## src/rtl/core/rle8bmp_pkg.sv

```systemverilog
package rle8bmp_pkg;

  // Image dimension limit and colour table size.
  localparam int MAX_DIMENSION   = 4096;
  localparam int PALETTE_ENTRIES = 256;

  // Fixed field widths of the ports.
  localparam int CFG_DIM_W  = 13;
  localparam int CFG_DATA_W = 13;
  localparam int CFG_IDX_W  = 2;
  localparam int COORD_W    = 12;
  localparam int BYTE_W     = 8;
  localparam int LEN_W      = 8;
  localparam int KIND_W     = 2;
  localparam int CMD_W      = 2;
  localparam int RGB_W      = 24;

  // Position counters must reach MAX_DIMENSION itself.
  localparam int DIM_W   = $clog2(MAX_DIMENSION + 1);
  localparam int SUM_W   = ((DIM_W > LEN_W) ? DIM_W : LEN_W) + 1;
  localparam int CLAMP_W = (DIM_W > CFG_DIM_W) ? DIM_W : CFG_DIM_W;
  localparam int PAL_AW  = (PALETTE_ENTRIES > 1) ? $clog2(PALETTE_ENTRIES) : 1;

  // Decoupling queue between the front and back parts.
  localparam int QUEUE_DEPTH = 4;
  localparam int Q_AW        = $clog2(QUEUE_DEPTH);

  // Input commands.
  localparam logic [CMD_W-1:0] CMD_PAL_WRITE = 2'd0;
  localparam logic [CMD_W-1:0] CMD_DATA      = 2'd1;
  localparam logic [CMD_W-1:0] CMD_NEW_IMAGE = 2'd2;

  // Record kinds.
  localparam logic [KIND_W-1:0] KIND_RUN   = 2'd0;
  localparam logic [KIND_W-1:0] KIND_END   = 2'd1;
  localparam logic [KIND_W-1:0] KIND_ERROR = 2'd2;

  // Configuration register indexes.
  localparam logic [CFG_IDX_W-1:0] REG_WIDTH  = 2'd0;
  localparam logic [CFG_IDX_W-1:0] REG_HEIGHT = 2'd1;
  localparam logic [CFG_IDX_W-1:0] REG_MODE   = 2'd2;

  // RLE8 escape codes that follow a zero count byte.
  localparam logic [BYTE_W-1:0] ESC_END_LINE  = 8'd0;
  localparam logic [BYTE_W-1:0] ESC_END_IMAGE = 8'd1;
  localparam logic [BYTE_W-1:0] ESC_DELTA     = 8'd2;

  // One operation for the back part: a colour table write or an output record.
  typedef struct packed {
    logic                is_pal;
    logic [KIND_W-1:0]   kind;
    logic [COORD_W-1:0]  x;
    logic [COORD_W-1:0]  y;
    logic [BYTE_W-1:0]   idx;
    logic [LEN_W-1:0]    len;
    logic                colour_hit;
    logic [RGB_W-1:0]    rgb;
  } q_entry_t;

  typedef struct packed {
    logic     valid;
    q_entry_t entry;
  } q_slot_t;

endpackage

```

## src/rtl/core/rle8bmp_fifo.sv

```systemverilog
module rle8bmp_fifo (
  input  logic                clk,
  input  logic                rst_n,
  input  rle8bmp_pkg::q_slot_t push,
  input  logic                pop,
  output rle8bmp_pkg::q_slot_t head,
  output logic                full
);

  rle8bmp_pkg::q_entry_t           slots_r [rle8bmp_pkg::QUEUE_DEPTH];
  logic [rle8bmp_pkg::Q_AW-1:0]    wr_ptr_r, wr_ptr_nxt;
  logic [rle8bmp_pkg::Q_AW-1:0]    rd_ptr_r, rd_ptr_nxt;
  logic [rle8bmp_pkg::Q_AW:0]      count_r, count_nxt;
  logic                            do_push;
  logic                            do_pop;

  assign do_push = push.valid && !full;
  assign do_pop  = pop && (count_r != '0);
  assign full    = (count_r == (rle8bmp_pkg::Q_AW+1)'(rle8bmp_pkg::QUEUE_DEPTH));

  assign head.valid = (count_r != '0);
  assign head.entry = slots_r[rd_ptr_r];

  always_comb begin
    wr_ptr_nxt = do_push ? wr_ptr_r + 1'b1 : wr_ptr_r;
    rd_ptr_nxt = do_pop  ? rd_ptr_r + 1'b1 : rd_ptr_r;
    count_nxt  = count_r;
    if (do_push && !do_pop) begin
      count_nxt = count_r + 1'b1;
    end else if (do_pop && !do_push) begin
      count_nxt = count_r - 1'b1;
    end
  end

  always_ff @(posedge clk) begin
    if (!rst_n) begin
      wr_ptr_r <= '0;
      rd_ptr_r <= '0;
      count_r  <= '0;
    end else begin
      wr_ptr_r <= wr_ptr_nxt;
      rd_ptr_r <= rd_ptr_nxt;
      count_r  <= count_nxt;
    end
  end

  always_ff @(posedge clk) begin
    if (do_push) begin
      slots_r[wr_ptr_r] <= push.entry;
    end
  end

endmodule

```

## config.mk

```make
export PLATFORM = sky130hd
export DESIGN_NAME = rle8bmp_fifo
export DESIGN_NICKNAME = d
export VERILOG_FILES = /design/src/rtl/core/rle8bmp_pkg.sv /design/src/rtl/core/rle8bmp_fifo.sv
export SDC_FILE = /design/constraint.sdc
export NUM_CORES = 1
export LEC_CHECK = 0
export ABC_AREA = 0
export BUFFER_PORTS_ARGS = -buffer_cell sky130_fd_sc_hd__buf_2
export CORE_AREA = 2 2 133 135
export DETAILED_ROUTE_END_ITERATION = 16
export DIE_AREA = 0 0 135 137
export PLACE_DENSITY = 0.83
export SLEW_MARGIN = 40
export SYNTH_ARGS = -nofsm -noshare
export SYNTH_HDL_FRONTEND = slang
export SYNTH_SLANG_ARGS = --single-unit
```

## constraint.sdc

```tcl
create_clock -name clk -period 9.3 [get_ports clk]
set_clock_uncertainty 0.1 [all_clocks]
set_input_delay 1.395 -clock clk [delete_from_list [all_inputs] [get_ports clk]]
set_output_delay 1.395 -clock clk [all_outputs]
set_load 0.02 [all_outputs]
```

==> results.md <==
- Pre-antenna DRT Iters: 4
- I/O Buffers: 141
- Fin util: 0.7207
- Final setup viols: 0
- Total wire length: 18080 um
- Die H: 137 um
- Sw Pwr: 0.0009725 W
- Sequential share of power: 0.453
- Clock transition at path regs: 0.06 ns
- Tcrit/Tclk final: 0.4464
- CTS root buf: clkbuf_16
- Min cycle time layout: 4.151 ns
- Leak Pwr: 4.153 nW
- Crit path launch type: flop
- Clk_lat worst skew: 0.51 ns
- Syn-to-layout area delta: 19.25%
- Net Sw Frac: 0.2716
- Vias post-DR: 4609
- Status: finished, final reports clean
- Hold_sp: wr_ptr_r[0]$_SDFFE_PN0P_
- DRC viols: 0
- Arr. time, crit path: 2.66 ns
- Clock tree sinks: 281
- Worst Hold Class: reg -> reg
- NumNets Final: 644
- Synth cell types: 23
- Yosys reg bits: 281
- Peak VDD IR: 0.0001977 V
- Clock Power Share: 0.313
- Post-synthesis sequential area ratio: 0.8098
- Initial core utilization: 0.6044
- Max_cap viols: 0
- Largest net degree at the start of global routing: 42
- Cells after Synth: 404
- Rel. slew slack: 0.5836
- Most frequent cells in the layout: edfxtp_1 (272), buf_2 (141), mux4_2 (68), clkbuf_16 (29), buf_12 (8)
- Pwr/cell area: 291.3 nW/um2
- PostCTS Resize Cnt: 0
- Fin Setup TNS: 0 ns
- Grt total ovfl: 0
- Post-CTS Setup Inserts: 0
- First-pass GRT wire length: 27360 um
- DRT iter0 DRCs: 295
- Final ANT Viol Nets: 0
- Antenna violations before repair: 3
- WP data required: 7.81 ns
- Worst R2R Start: count_r[0]$_SDFFE_PN0P_
- Yosys synthesis warning count: 0
- Mean area per synthesized cell: 25.52 um2
- Gr usage total: 0.1976
- Die area: 18500 um2
- Comb pwr share: 0.234
- RSZ-0062 raised after global routing: false
- Hold-fix buffers at CTS: 0
- Die width: 135 um
- CTS HTree Levels: 1
- Layout cells sized above 1: 0.4556
- Final GP Congestion: 0.7443
- Critical path class: reg -> out
- CORE AREA: 17060 um2
- Commonest non-fill, non-tap cell in the layout: edfxtp_1
- Hold path depth: 2
- Power Total: 0.003580 W
- CTS Buf Count: 28
- Row count: 48
- Number of global-route vias before repair: 4861
- Clock buffer depth: 3
- Synth Net Count: 482
- CP max FO: 41
- Final hold viol count: 0
- Avg Vias per Cell: 5.662
- Average wire per cell in the routed design: 22.21 um
- Final Max Slew Viols: 0
- Reg2Reg Depth: 8
- Syn Std Cell Area: 10310 um2
- Int Power: 0.002608 W
- Hpwl dp: 11100 um
- I/O Pins: 142
- Highest Clock Rate: 240.9 MHz
- Worst Tran Pin Value: 0.6233 ns
- CTS tree: done
- Worst setup EP type: output pin
==> layout make-up <==
| class | count | area (um2) |
|---|---|---|
| flip-flops and latches | 281 | 8356 |
| fillers | 1000 | 4763 |
| multi-input cells | 102 | 1815 |
| repair buffers | 150 | 877.1 |
| clock buffers | 36 | 772.0 |
| well taps | 225 | 281.5 |
| clock inverters | 14 | 172.7 |
| inverters | 3 | 11.26 |
| diodes | 3 | 7.507 |
==> synth_stat cells, drive strengths merged <==
library cell	n	area share
inv	3	0.0011
ha	5	0.0061
nor3b	1	0.00073
clkbuf	6	0.0022
mux2i	3	0.0029
edfxtp	272	0.79
dfxtp	9	0.017
a21boi	1	0.00073
buf	12	0.012
xor2	1	0.00085
o311ai	1	0.00085
fa	1	0.0019
and2	8	0.0049
mux4	68	0.15
o21ai	1	0.00049
xnor2	3	0.0025
nor2b	2	0.0012
or3	2	0.0012
o31ai	1	0.00073
nand2	4	0.0015
==> critical path, cell delays in order (launching register included) <==
cell     delay [ns]
dfxtp_4        0.73
buf_6          0.55
mux4_2         0.62
buf_2          0.18
==> power by group through the flow <==
stage	Clock, W	Sequential, W	Combinational (W)
floorplan	0	0.00159	0.000654
global placement	0	0.00165	0.000800
detailed placement	0	0.00165	0.000848
CTS	0.00114	0.00162	0.000854
global route	0.00119	0.00164	0.000896
finish	0.00112	0.00162	0.000838
==> final timing paths <==
path	end	slack (ns)
hold reg to reg	wr_ptr_r[0]$_SDFFE_PN0P_	0.41
hold / removal	wr_ptr_r[0]$_SDFFE_PN0P_	0.41
setup reg to reg	count_r[2]$_SDFFE_PN0P_	6.57
setup / recovery	head[51]	5.15
==> cells by family (layout without fill, tap and decap cells) <==
| family | Yosys count | count (layout) | synth area share |
|---|---|---|---|
| adders and majority gates | 6 | 6 | 0.008011 |
| DFF | 281 | 281 | 0.8098 |
| xor gates and xnor gates | 4 | 4 | 0.003399 |
| buffers and inverters | 21 | 203 | 0.01505 |
| AOI/OAI and AO/OA | 4 | 4 | 0.002792 |
| other | 0 | 3 | 0 |
| muxes | 71 | 71 | 0.1515 |
| and+or+nand+nor | 17 | 17 | 0.009467 |
==> metrics by stage <==
step	cell area, um2	instances	hold WS (ns)	setup slack, ns
3_3_place_gp	11180	753	0.3742	5.424
6_report	12290	814	0.4113	5.149
3_5_place_dp	11340	761	0.3939	5.401
5_1_grt	12290	812	0.4510	4.941
4_1_cts	12280	811	0.4102	4.825
2_1_floorplan	10310	404	0.3677	5.390
==> layer usage <==
layer	vias up	share of wire	track usage
met5	-	0	0
met4	0	0.016	0.05208
met3	22	0.063	0.04185
met2	163	0.52	0.3443
met1	2378	0.40	0.2579
li1	2046	-	-
==> registers in the layout (all words and copies together) (netlist names), named ones only <==
register  cells
count_r       3
wr_ptr_r      2
slots_r     272
rd_ptr_r      2
Note: power is estimated with default switching activity, not from simulation.
