File: src/rtl/core/rle8bmp_pkg.sv
package rle8bmp_pkg;

  // Image dimension limit and colour table size.
  localparam int MAX_DIMENSION   = 4096;
  localparam int PALETTE_ENTRIES = 256;

  // Fixed field widths of the ports.
  localparam int CFG_DIM_W  = 13;
  localparam int CFG_DATA_W = 13;
  localparam int CFG_IDX_W  = 2;
  localparam int COORD_W    = 12;
  localparam int BYTE_W     = 8;
  localparam int LEN_W      = 8;
  localparam int KIND_W     = 2;
  localparam int CMD_W      = 2;
  localparam int RGB_W      = 24;

  // Position counters must reach MAX_DIMENSION itself.
  localparam int DIM_W   = $clog2(MAX_DIMENSION + 1);
  localparam int SUM_W   = ((DIM_W > LEN_W) ? DIM_W : LEN_W) + 1;
  localparam int CLAMP_W = (DIM_W > CFG_DIM_W) ? DIM_W : CFG_DIM_W;
  localparam int PAL_AW  = (PALETTE_ENTRIES > 1) ? $clog2(PALETTE_ENTRIES) : 1;

  // Decoupling queue between the front and back parts.
  localparam int QUEUE_DEPTH = 4;
  localparam int Q_AW        = $clog2(QUEUE_DEPTH);

  // Input commands.
  localparam logic [CMD_W-1:0] CMD_PAL_WRITE = 2'd0;
  localparam logic [CMD_W-1:0] CMD_DATA      = 2'd1;
  localparam logic [CMD_W-1:0] CMD_NEW_IMAGE = 2'd2;

  // Record kinds.
  localparam logic [KIND_W-1:0] KIND_RUN   = 2'd0;
  localparam logic [KIND_W-1:0] KIND_END   = 2'd1;
  localparam logic [KIND_W-1:0] KIND_ERROR = 2'd2;

  // Configuration register indexes.
  localparam logic [CFG_IDX_W-1:0] REG_WIDTH  = 2'd0;
  localparam logic [CFG_IDX_W-1:0] REG_HEIGHT = 2'd1;
  localparam logic [CFG_IDX_W-1:0] REG_MODE   = 2'd2;

  // RLE8 escape codes that follow a zero count byte.
  localparam logic [BYTE_W-1:0] ESC_END_LINE  = 8'd0;
  localparam logic [BYTE_W-1:0] ESC_END_IMAGE = 8'd1;
  localparam logic [BYTE_W-1:0] ESC_DELTA     = 8'd2;

  // One operation for the back part: a colour table write or an output record.
  typedef struct packed {
    logic                is_pal;
    logic [KIND_W-1:0]   kind;
    logic [COORD_W-1:0]  x;
    logic [COORD_W-1:0]  y;
    logic [BYTE_W-1:0]   idx;
    logic [LEN_W-1:0]    len;
    logic                colour_hit;
    logic [RGB_W-1:0]    rgb;
  } q_entry_t;

  typedef struct packed {
    logic     valid;
    q_entry_t entry;
  } q_slot_t;

endpackage

File: src/rtl/core/rle8bmp_front.sv
module rle8bmp_front (
  input  logic                                  clk,
  input  logic                                  rst_n,
  input  logic                                  in_valid,
  output logic                                  in_stall,
  input  logic [rle8bmp_pkg::CMD_W-1:0]         in_command,
  input  logic [rle8bmp_pkg::BYTE_W-1:0]        in_palette_index,
  input  logic [rle8bmp_pkg::BYTE_W-1:0]        in_palette_red,
  input  logic [rle8bmp_pkg::BYTE_W-1:0]        in_palette_green,
  input  logic [rle8bmp_pkg::BYTE_W-1:0]        in_palette_blue,
  input  logic [rle8bmp_pkg::BYTE_W-1:0]        in_data_byte,
  input  logic                                  cfg_write_enable,
  input  logic [rle8bmp_pkg::CFG_IDX_W-1:0]     cfg_index,
  input  logic [rle8bmp_pkg::CFG_DATA_W-1:0]    cfg_data,
  input  logic                                  q_full,
  output rle8bmp_pkg::q_slot_t                  push
);

  typedef enum logic [6:0] {
    PH_COUNT   = 7'b0000001,
    PH_VALUE   = 7'b0000010,
    PH_ESCAPE  = 7'b0000100,
    PH_DX      = 7'b0001000,
    PH_DY      = 7'b0010000,
    PH_LITERAL = 7'b0100000,
    PH_PAD     = 7'b1000000
  } phase_t;

  localparam int DIM_W = rle8bmp_pkg::DIM_W;
  localparam int SUM_W = rle8bmp_pkg::SUM_W;

  function automatic logic [DIM_W-1:0] clamp_dim(
    input logic [rle8bmp_pkg::CFG_DIM_W-1:0] v
  );
    logic [rle8bmp_pkg::CLAMP_W-1:0] vw;
    vw = rle8bmp_pkg::CLAMP_W'(v);
    if (v == '0) begin
      return DIM_W'(1);
    end
    if (vw > rle8bmp_pkg::CLAMP_W'(rle8bmp_pkg::MAX_DIMENSION)) begin
      return DIM_W'(rle8bmp_pkg::MAX_DIMENSION);
    end
    return DIM_W'(vw);
  endfunction

  function automatic logic [DIM_W-1:0] sat_dim(input logic [SUM_W-1:0] s);
    if (s > SUM_W'(rle8bmp_pkg::MAX_DIMENSION)) begin
      return DIM_W'(rle8bmp_pkg::MAX_DIMENSION);
    end
    return DIM_W'(s);
  endfunction

  logic [rle8bmp_pkg::CFG_DIM_W-1:0] cfg_width_r;
  logic [rle8bmp_pkg::CFG_DIM_W-1:0] cfg_height_r;
  logic                              cfg_mode_r;

  phase_t                            phase_r, phase_nxt;
  logic [DIM_W-1:0]                  col_r, col_nxt;
  logic [DIM_W-1:0]                  row_r, row_nxt;
  logic [rle8bmp_pkg::LEN_W-1:0]     held_r, held_nxt;
  logic [rle8bmp_pkg::LEN_W-1:0]     lit_r, lit_nxt;
  logic [1:0]                        pad_r, pad_nxt;
  logic                              done_r, done_nxt;

  logic                              accept;
  logic [DIM_W-1:0]                  w_eff;
  logic [DIM_W-1:0]                  h_eff;
  logic [rle8bmp_pkg::LEN_W-1:0]     run_len;
  logic [SUM_W-1:0]                  run_end;
  logic                              run_fits;
  logic                              idx_in_table;
  logic                              pal_in_table;
  logic [DIM_W-1:0]                  row_inc;
  logic [DIM_W-1:0]                  row_add;
  logic [DIM_W-1:0]                  col_add;
  logic [1:0]                        raw_pad;
  logic                              emit;
  logic                              raw_wrap;

  assign in_stall = q_full;
  assign accept   = in_valid && !q_full;

  assign w_eff    = clamp_dim(cfg_width_r);
  assign h_eff    = clamp_dim(cfg_height_r);
  assign run_len  = (cfg_mode_r && (phase_r == PH_VALUE)) ? held_r
                                                          : rle8bmp_pkg::LEN_W'(1);
  assign run_end  = SUM_W'(col_r) + SUM_W'(run_len);
  assign run_fits = (row_r < h_eff) && (run_end <= SUM_W'(w_eff));
  assign row_inc  = sat_dim(SUM_W'(row_r) + SUM_W'(1));
  assign row_add  = sat_dim(SUM_W'(row_r) + SUM_W'(in_data_byte));
  assign col_add  = sat_dim(SUM_W'(col_r) + SUM_W'(held_r));
  assign raw_pad  = 2'd0 - w_eff[1:0];

  assign idx_in_table = ({1'b0, in_data_byte} < 9'(rle8bmp_pkg::PALETTE_ENTRIES));
  assign pal_in_table = ({1'b0, in_palette_index} < 9'(rle8bmp_pkg::PALETTE_ENTRIES));

  always_comb begin
    phase_nxt = phase_r;
    col_nxt   = col_r;
    row_nxt   = row_r;
    held_nxt  = held_r;
    lit_nxt   = lit_r;
    pad_nxt   = pad_r;
    done_nxt  = done_r;
    emit      = 1'b0;
    raw_wrap  = 1'b0;

    push.valid            = 1'b0;
    push.entry.is_pal     = 1'b0;
    push.entry.kind       = rle8bmp_pkg::KIND_ERROR;
    push.entry.x          = rle8bmp_pkg::COORD_W'(col_r);
    push.entry.y          = rle8bmp_pkg::COORD_W'(row_r);
    push.entry.idx        = in_data_byte;
    push.entry.len        = run_len;
    push.entry.colour_hit = 1'b0;
    push.entry.rgb        = {in_palette_red, in_palette_green, in_palette_blue};

    if (accept) begin
      case (in_command)
        rle8bmp_pkg::CMD_PAL_WRITE: begin
          push.valid        = pal_in_table;
          push.entry.is_pal = 1'b1;
          push.entry.idx    = in_palette_index;
        end
        rle8bmp_pkg::CMD_NEW_IMAGE: begin
          phase_nxt = PH_COUNT;
          col_nxt   = '0;
          row_nxt   = '0;
          held_nxt  = '0;
          lit_nxt   = '0;
          pad_nxt   = '0;
          done_nxt  = 1'b0;
        end
        rle8bmp_pkg::CMD_DATA: begin
          if (done_r) begin
            push.valid     = 1'b1;
            push.entry.len = rle8bmp_pkg::LEN_W'(1);
          end else if (cfg_mode_r) begin
            case (phase_r)
              PH_VALUE: begin
                emit      = 1'b1;
                phase_nxt = PH_COUNT;
              end
              PH_ESCAPE: begin
                case (in_data_byte)
                  rle8bmp_pkg::ESC_END_LINE: begin
                    col_nxt   = '0;
                    row_nxt   = row_inc;
                    phase_nxt = PH_COUNT;
                  end
                  rle8bmp_pkg::ESC_END_IMAGE: begin
                    done_nxt        = 1'b1;
                    phase_nxt       = PH_COUNT;
                    push.valid      = 1'b1;
                    push.entry.kind = rle8bmp_pkg::KIND_END;
                    push.entry.len  = '0;
                  end
                  rle8bmp_pkg::ESC_DELTA: begin
                    phase_nxt = PH_DX;
                  end
                  default: begin
                    lit_nxt   = in_data_byte;
                    pad_nxt   = {1'b0, in_data_byte[0]};
                    phase_nxt = PH_LITERAL;
                  end
                endcase
              end
              PH_DX: begin
                held_nxt  = in_data_byte;
                phase_nxt = PH_DY;
              end
              PH_DY: begin
                col_nxt   = col_add;
                row_nxt   = row_add;
                phase_nxt = PH_COUNT;
              end
              PH_LITERAL: begin
                emit    = 1'b1;
                lit_nxt = lit_r - 1'b1;
                if (lit_r == rle8bmp_pkg::LEN_W'(1)) begin
                  phase_nxt = (pad_r != '0) ? PH_PAD : PH_COUNT;
                end
              end
              PH_PAD: begin
                pad_nxt   = '0;
                phase_nxt = PH_COUNT;
              end
              default: begin
                if (in_data_byte != '0) begin
                  held_nxt  = in_data_byte;
                  phase_nxt = PH_VALUE;
                end else begin
                  phase_nxt = PH_ESCAPE;
                end
              end
            endcase
          end else begin
            if (pad_r != '0) begin
              pad_nxt = pad_r - 1'b1;
              if ((pad_r == 2'd1) && (row_r >= h_eff)) begin
                done_nxt = 1'b1;
              end
            end else begin
              emit     = 1'b1;
              raw_wrap = run_fits && (run_end >= SUM_W'(w_eff));
            end
          end
        end
        default: begin
        end
      endcase
    end

    // A run that fits advances the column; one that does not is reported.
    if (emit) begin
      push.valid = 1'b1;
      if (run_fits) begin
        push.entry.kind       = rle8bmp_pkg::KIND_RUN;
        push.entry.colour_hit = idx_in_table;
        col_nxt               = DIM_W'(run_end);
      end
    end

    // Raw rows wrap at the image width and then skip their padding bytes.
    if (raw_wrap) begin
      col_nxt = '0;
      row_nxt = row_inc;
      pad_nxt = raw_pad;
      if ((raw_pad == '0) && (row_inc >= h_eff)) begin
        done_nxt = 1'b1;
      end
    end
  end

  always_ff @(posedge clk) begin
    if (!rst_n) begin
      cfg_width_r  <= rle8bmp_pkg::CFG_DIM_W'(640);
      cfg_height_r <= rle8bmp_pkg::CFG_DIM_W'(480);
      cfg_mode_r   <= 1'b0;
    end else if (cfg_write_enable) begin
      case (cfg_index)
        rle8bmp_pkg::REG_WIDTH:  cfg_width_r  <= rle8bmp_pkg::CFG_DIM_W'(cfg_data);
        rle8bmp_pkg::REG_HEIGHT: cfg_height_r <= rle8bmp_pkg::CFG_DIM_W'(cfg_data);
        rle8bmp_pkg::REG_MODE:   cfg_mode_r   <= cfg_data[0];
        default: begin
        end
      endcase
    end
  end

  always_ff @(posedge clk) begin
    if (!rst_n) begin
      phase_r <= PH_COUNT;
      col_r   <= '0;
      row_r   <= '0;
      held_r  <= '0;
      lit_r   <= '0;
      pad_r   <= '0;
      done_r  <= 1'b0;
    end else begin
      phase_r <= phase_nxt;
      col_r   <= col_nxt;
      row_r   <= row_nxt;
      held_r  <= held_nxt;
      lit_r   <= lit_nxt;
      pad_r   <= pad_nxt;
      done_r  <= done_nxt;
    end
  end

endmodule

File: config.mk
export PLATFORM = sky130hd
export DESIGN_NAME = rle8bmp_front
export DESIGN_NICKNAME = d
export VERILOG_FILES = /design/src/rtl/core/rle8bmp_pkg.sv /design/src/rtl/core/rle8bmp_front.sv
export SDC_FILE = /design/constraint.sdc
export NUM_CORES = 1
export LEC_CHECK = 0
export BUFFER_PORTS_ARGS = -buffer_cell sky130_fd_sc_hd__buf_2
export CAP_MARGIN = 10
export CORE_UTILIZATION = 58
export CTS_BUF_LIST = sky130_fd_sc_hd__clkbuf_8 sky130_fd_sc_hd__clkbuf_16
export CTS_CLUSTER_DIAMETER = 40
export DETAILED_ROUTE_END_ITERATION = 12
export HOLD_SLACK_MARGIN = 0.03
export PLACE_DENSITY = 0.9
export SYNTH_ARGS = -nofsm -noshare
export SYNTH_HDL_FRONTEND = slang
export SYNTH_SLANG_ARGS = --single-unit
export TNS_END_PERCENT = 50
File: constraint.sdc
create_clock -name clk -period 7.5 [get_ports clk]
set_input_delay 0.75 -clock clk [delete_from_list [all_inputs] [get_ports clk]]
set_output_delay 0.75 -clock clk [all_outputs]
set_load 0.02 [all_outputs]
==> results.toml, run 1 <==
[sta]
worst_hold_slack_ns = 0.462
worst_pin_slew_ns = 0.951
max-slew-margin-rel = 0.361
finalHoldViolCount = 0
max_freq_mhz = 151
clock_skew_ns = 0.00667
final-setup-viol-count = 0
slew_violations = 0
finalCritPeriodShare = 0.880
rsz0062_at_grt = "false"
setup_tns_ns = 0
final.min_clock_period_ns = 6.60

[drt]
drc = 0
totalWireLength_mm = 20.0
final_antenna_net_count = 0
avgViaCountPerCell = 6.28
dr.pass1.iters = 6
wl_per_cell_um = 17.0
vias = 7409
drt-initial-drc-count = 691

[layout]
multiInputGateArea_mm2 = 0.00506
drive_gt1_frac = 0.127
insertedDiodeCount = 0
nFillCells = 1086
syn2layout_area_growth_pct = 5.24
regArea_mm2 = 0.00158
fin_cells = 1179
nNetsFinal = 1139

[clock_tree]
cts_buffers = 9
clkTransAtPathRegs_ns = 0.06
holdBufCountCts = 0
h-tree-depth = 3
clockBufferDepth = 2
cts_tree = "built"
cts_root_buffer = "clkbuf_16"
insertion_delay_ns = 0.35
clock-sinks = 79
postCtsSetupBuffers = 0
cts_resized = 0

[floorplanning]
row_count = 40
start_util = 0.604
pin_count = 132
fp.dieH_um = 115
die_w_um = 115
core_mm2 = 0.0122
dieArea_mm2 = 0.0132

[placement]
placed_cells = 1163
io_buffer_count = 83
gp_congestion = 0.955
place_hpwl_mm = 14.8

[worst_setup_path]
worst_setup_path_end_kind = "flip-flop"
crit_buf_inv = 0
critPathArrivalTime_ns = 6.82
slowest_stage = "nor4_4"
cp_max_fo = 24
crit_type = "reg -> reg"
start_kind = "flip-flop"
cp_slowest_stage_delay_ns = 0.63
critPathRequiredTime_ns = 7.72
crit_family = "simple AND/OR/NAND/NOR gates"
crit_chain = "nor4_4 -> and3_1 -> nand2b_1 -> ha_1 -> ha_1 -> a211oi_1 -> nor2_1 -> maj3_1 -> nor2_1 -> o311ai_0 -> a41oi_1 -> nor2_1 -> xor2_1 -> ha_1 -> nand3_1 -> nor4_1 -> nand2_1 -> or4_1 -> or2_1 -> a31oi_4 -> a21boi_0 -> o32ai_1"

[logic_synthesis]
yosysSeqAreaShare = 0.214
synthTopCellsByArea = "dfxtp_1, ha_1, nand2_1, nor2_1, a21oi_1"
ys_warn_count = 0
synth_top_area_frac = 0.214
synth_seq_cells = 79
synth_edf_count = 0
synth_common_cells = "nand2_1, nor2_1, a21oi_1"
syn_area_mm2 = 0.00738
yosysTopAreaCell = "dfxtp_1"
synth_cell_types = 81
synth_area_per_cell_um2 = 7.36
synth_fp_nets = 1134
synth_cells = 1002
async_flop_share = 0
synthMostInstantiatedCell = "nand2_1"
ys.flop_type = "dfxtp_1"

[global_routing]
grt_usage = 0.306
grt_pass1_vias = 6779
grt_use_met3 = 0.0543
use_met2 = 0.508
grt-ovfl-total = 0
grt_pass1_wl_mm = 32.1
grt_most_used_layer = "met2"
antenna_found_initial = 0
grt_max_degree = 43
met1_usage = 0.389

[power_and_ir_drop]
peakVddDrop_uv = 82.9
power_density_mw_per_mm2 = 143
power_mw = 1.11
cellLeakagePower_nw = 3.29

[min_path]
hold_path_class = "reg -> reg"

[job]
drv_cap = 0

[outcome]
outcome = "finished, final reports clean"
==> cell families (layout without fill, tap and decap cells) <==
group                    count (synthesis)  after routing  share of synthesized area
AND/OR/NAND/NOR                        389            389                      0.253
XOR/XNOR                                40             40                     0.0485
buffers and inverters                  137            146                     0.0991
AO/OA/AOI/OAI                          267            267                      0.235
flip-flops                              79             79                      0.214
multiplexers                            18             18                     0.0258
adder cells (fa/ha/maj)                 72             72                      0.123
==> registers in the layout, indices dropped and copies added, names as in the netlist <==
signal        count
col_r            13
lit_r             8
row_r            13
phase_r           7
held_r            8
cfg_width_r      13
cfg_mode_r        1
cfg_height_r     13
pad_r             2
done_r            1
==> through the flow <==
stage	utilization	setup slack, ns	cell area, um^2
floorplan	-	2.05	7380
global placement	0.611	1.30	7460
detailed placement	0.611	1.06	7460
CTS	0.635	0.992	7760
global route	0.636	0.416	7760
finish	0.636	0.897	7760
==> layer usage <==
layer | vias up | routed length [um] | part of all wire
li1 | 3577 | - | -
met1 | 3429 | 8550 | 0.43
met2 | 345 | 9340 | 0.47
met4 | 0 | 611 | 0.031
met5 | - | 0 | 0
met3 | 58 | 1530 | 0.076
==> cell usage in the layout (no fill, tap or decap), types with 6 or more instances in the layout <==
cell / count
ha_1: 68
nand2_1: 130
clkbuf_16: 9
o211ai_1: 8
mux2_2: 8
a221oi_1: 6
nor4_1: 16
a21oi_1: 83
o31ai_1: 9
a31oi_1: 18
nand3_1: 27
mux2i_1: 10
o21ai_1: 9
o21a_1: 16
a211oi_1: 17
a22oi_1: 11
inv_1: 44
xor2_1: 15
o21ai_0: 34
buf_2: 84
nand4_1: 15
nor2_1: 111
nor2b_1: 8
xnor2_1: 24
nor3_1: 27
dfxtp_1: 79
a21o_1: 10
nand2b_1: 9
or3_1: 6
==> worst paths after layout <==
kind,startpoint,end,slack (ns),cells after the start
worst max-delay path,phase_r[2],row_r[9],0.90,22
worst max register to register,phase_r[2],row_r[9],0.90,22
worst min-delay path,cfg_width_r[0],cfg_width_r[0],0.46,2
worst min register to register,cfg_width_r[0],cfg_width_r[0],0.46,2
==> area by class of cell <==
class / instances / share of cell area
multi-input cells: 786 / 0.652
flip-flops and latches: 79 / 0.204
repair buffers: 87 / 0.0571
clock buffers: 11 / 0.0326
well taps: 168 / 0.0271
inverters: 44 / 0.0213
clock inverters: 4 / 0.00596
==> tightest hold or removal path, cell delays in order, from the launching register on <==
cell	delay, ns
dfxtp_1	0.30
nand2_1	0.05
a21oi_1	0.06
==> where the power goes <==
part / switching (mW) / total (mW) / internal, mW
registers: 0.0208 / 0.452 / 0.431
logic: 0.121 / 0.200 / 0.0794
clock network: 0.182 / 0.455 / 0.272
Power figures use the tool's default switching activity.
==> run 2, diff against run 1 <==
==> config.mk (replaced) <==
export PLATFORM = sky130hd
export DESIGN_NAME = rle8bmp_front
export DESIGN_NICKNAME = d
export VERILOG_FILES = /design/src/rtl/core/rle8bmp_pkg.sv /design/src/rtl/core/rle8bmp_front.sv
export SDC_FILE = /design/constraint.sdc
export NUM_CORES = 1
export LEC_CHECK = 0
export CAP_MARGIN = 10
export CORE_UTILIZATION = 60
export CTS_CLUSTER_DIAMETER = 40
export DETAILED_ROUTE_END_ITERATION = 12
export DONT_BUFFER_PORTS = 1
export HOLD_SLACK_MARGIN = 0.03
export PLACE_DENSITY = 0.84
export SLEW_MARGIN = 30
export SYNTH_ARGS = -nofsm -noshare
export SYNTH_HDL_FRONTEND = slang
export SYNTH_SLANG_ARGS = --single-unit
export TNS_END_PERCENT = 50
==> run 2 against run 1 <==
Net effect:
- setup slack better by 0.029 ns
- maximum frequency up 0.44%
- wire length down 3.7%
- cell area down 5.4%
- first-iteration DRC count down 31%
==> results.toml, run 2 (same netlist as run 1, synthesis figures left out) <==
[sta]
clock_skew_ns = 0.00744
worst_slack_ns = 0.926
slew_violations = 0
worst_hold_slack_ns = 0.463
rsz0062_at_grt = "false"
final-setup-viol-count = 0
worst_pin_slew_ns = 0.916
finalCritPeriodShare = 0.877
setup_tns_ns = 0
max_freq_mhz = 152
final.min_clock_period_ns = 6.57
finalHoldViolCount = 0
max-slew-margin-rel = 0.387

[global_routing]
grt-ovfl-total = 0
grt_pass1_vias = 6433
grt_pass1_wl_mm = 31.6
antenna_found_initial = 0
grt_usage = 0.309
grt_max_degree = 43

[drt]
vias = 6994
dr.pass1.iters = 5
totalWireLength_mm = 19.3
avgViaCountPerCell = 6.50
final_antenna_net_count = 0
drt-initial-drc-count = 480
wl_per_cell_um = 17.9
drc = 0

[placement]
placed_area_mm2 = 0.00703
gp_congestion = 0.940
placed_cells = 1060
pre_cts_ws_ns = 1.02
place_hpwl_mm = 14.5
io_buffer_count = 0

[worst_setup_path]
worst_setup_path_end_kind = "output port"
crit_chain = "nor3b_1 -> and3_1 -> nand2b_1 -> ha_1 -> ha_1 -> a211oi_1 -> nor2_1 -> maj3_1 -> nor2_1 -> o311ai_0 -> a41oi_1 -> nor2_1 -> xor2_1 -> ha_1 -> nand3_1 -> nor3_1 -> nor2_1 -> a21oi_1 -> o21bai_1 -> nand4bb_1 -> buf_4 -> inv_1 -> nor2_1"
crit_type = "reg -> out"
critPathRequiredTime_ns = 6.75
cp_slowest_stage_delay_ns = 0.58
start_kind = "flip-flop"
cp_max_fo = 17
critPathArrivalTime_ns = 5.82
slowest_stage = "nor3b_1"
path_common_cell = "nor2_1"

[power_and_ir_drop]
clkPwrFrac = 0.425
cellLeakagePower_nw = 2.91
peakVddDrop_uv = 139
p_switching_uw = 309
netSwitchingFraction = 0.285
power_density_mw_per_mm2 = 148
combPwrFrac = 0.151
p_int_uw = 775
seq_power_share = 0.424

[layout]
fin_area_mm2 = 0.00734
syn2layout_area_growth_pct = -0.492
nNetsFinal = 1056
fin_cells = 1076
final_cell_mix = "nand2_1, nor2_1, a21oi_1, dfxtp_1, ha_1"
insertedDiodeCount = 0
final_common_cell = "nand2_1"
drive_gt1_frac = 0.0506

[clock_tree]
cts_buffers = 9
clkTransAtPathRegs_ns = 0.06
h-tree-depth = 3
postCtsSetupBuffers = 0
holdBufCountCts = 0
clockBufferDepth = 2
cts_root_buffer = "clkbuf_16"
cts_tree = "built"
cts_resized = 0
clock-sinks = 79
insertion_delay_ns = 0.35

[min_path]
hold_path_class = "reg -> reg"

[floorplanning]
pin_count = 132
core_mm2 = 0.0120
start_util = 0.614
die_w_um = 113
row_count = 40
fp.dieH_um = 113
dieArea_mm2 = 0.0127

[outcome]
outcome = "finished, final reports clean"

[job]
drv_cap = 0
run 2: changes by cell type in the layout (fill, tap and decap cells not counted), sizes merged:
cell	previous run	this run
buf	87	4
clkbuf	11	12
clkinvlp	1	2
inv	44	43
run 2: area by class of cell:
cell class / instances / area [um^2]
clock buffers: 12 / 256
clock inverters: 4 / 53.8
fillers: 1072 / 4670
inverters: 44 / 165
multi-input cells: 786 / 5070
flip-flops and latches: 79 / 1580
well taps: 147 / 184
repair buffers: 4 / 30.0
run 2: power groups by stage:
stage                     Sequential, mW  Combinational (mW)  Clock [mW]
final                              0.459               0.164       0.461
after global routing               0.461               0.183       0.476
after CTS                          0.459               0.162       0.462
after detailed placement           0.468               0.161           0
after global placement             0.468               0.158           0
after floorplan                    0.451               0.172           0
run 2: worst paths after layout:
path,depth (start not counted),start,to,slack (ns)
worst max-delay path,23,phase_r[1],push[66],0.93
worst max register to register,22,phase_r[1],row_r[9],0.94
worst min register to register,2,cfg_width_r[0],cfg_width_r[0],0.46
worst min-delay path,2,cfg_width_r[0],cfg_width_r[0],0.46
run 2: layer usage:
metal,part of all wire,up-vias,GRT usage,wire length [um]
li1,-,3415,-,-
met4,0.034,0,0.153,664
met1,0.42,3204,0.379,8140
met3,0.080,53,0.0659,1540
met5,0,-,0,0
met2,0.46,322,0.515,8950
run 2: worst max-delay path, delay by kind of cell, from the launching register on:
| kind | cells | cell delay (ns) |
|---|---|---|
| flip-flops | 1 | 0.42 |
| AND/OR/NAND/NOR | 11 | 2.16 |
| buffers and inverters | 2 | 0.42 |
| XOR/XNOR | 1 | 0.16 |
| adder cells (fa/ha/maj) | 4 | 1.15 |
| AO/OA/AOI/OAI | 5 | 1.15 |
run 2: per-stage QoR:
step	total power, mW	util
after CTS	1.08	0.611
final	1.08	0.611
after global placement	0.625	0.585
after global routing	1.12	0.611
after detailed placement	0.629	0.585
after floorplan	0.623	-
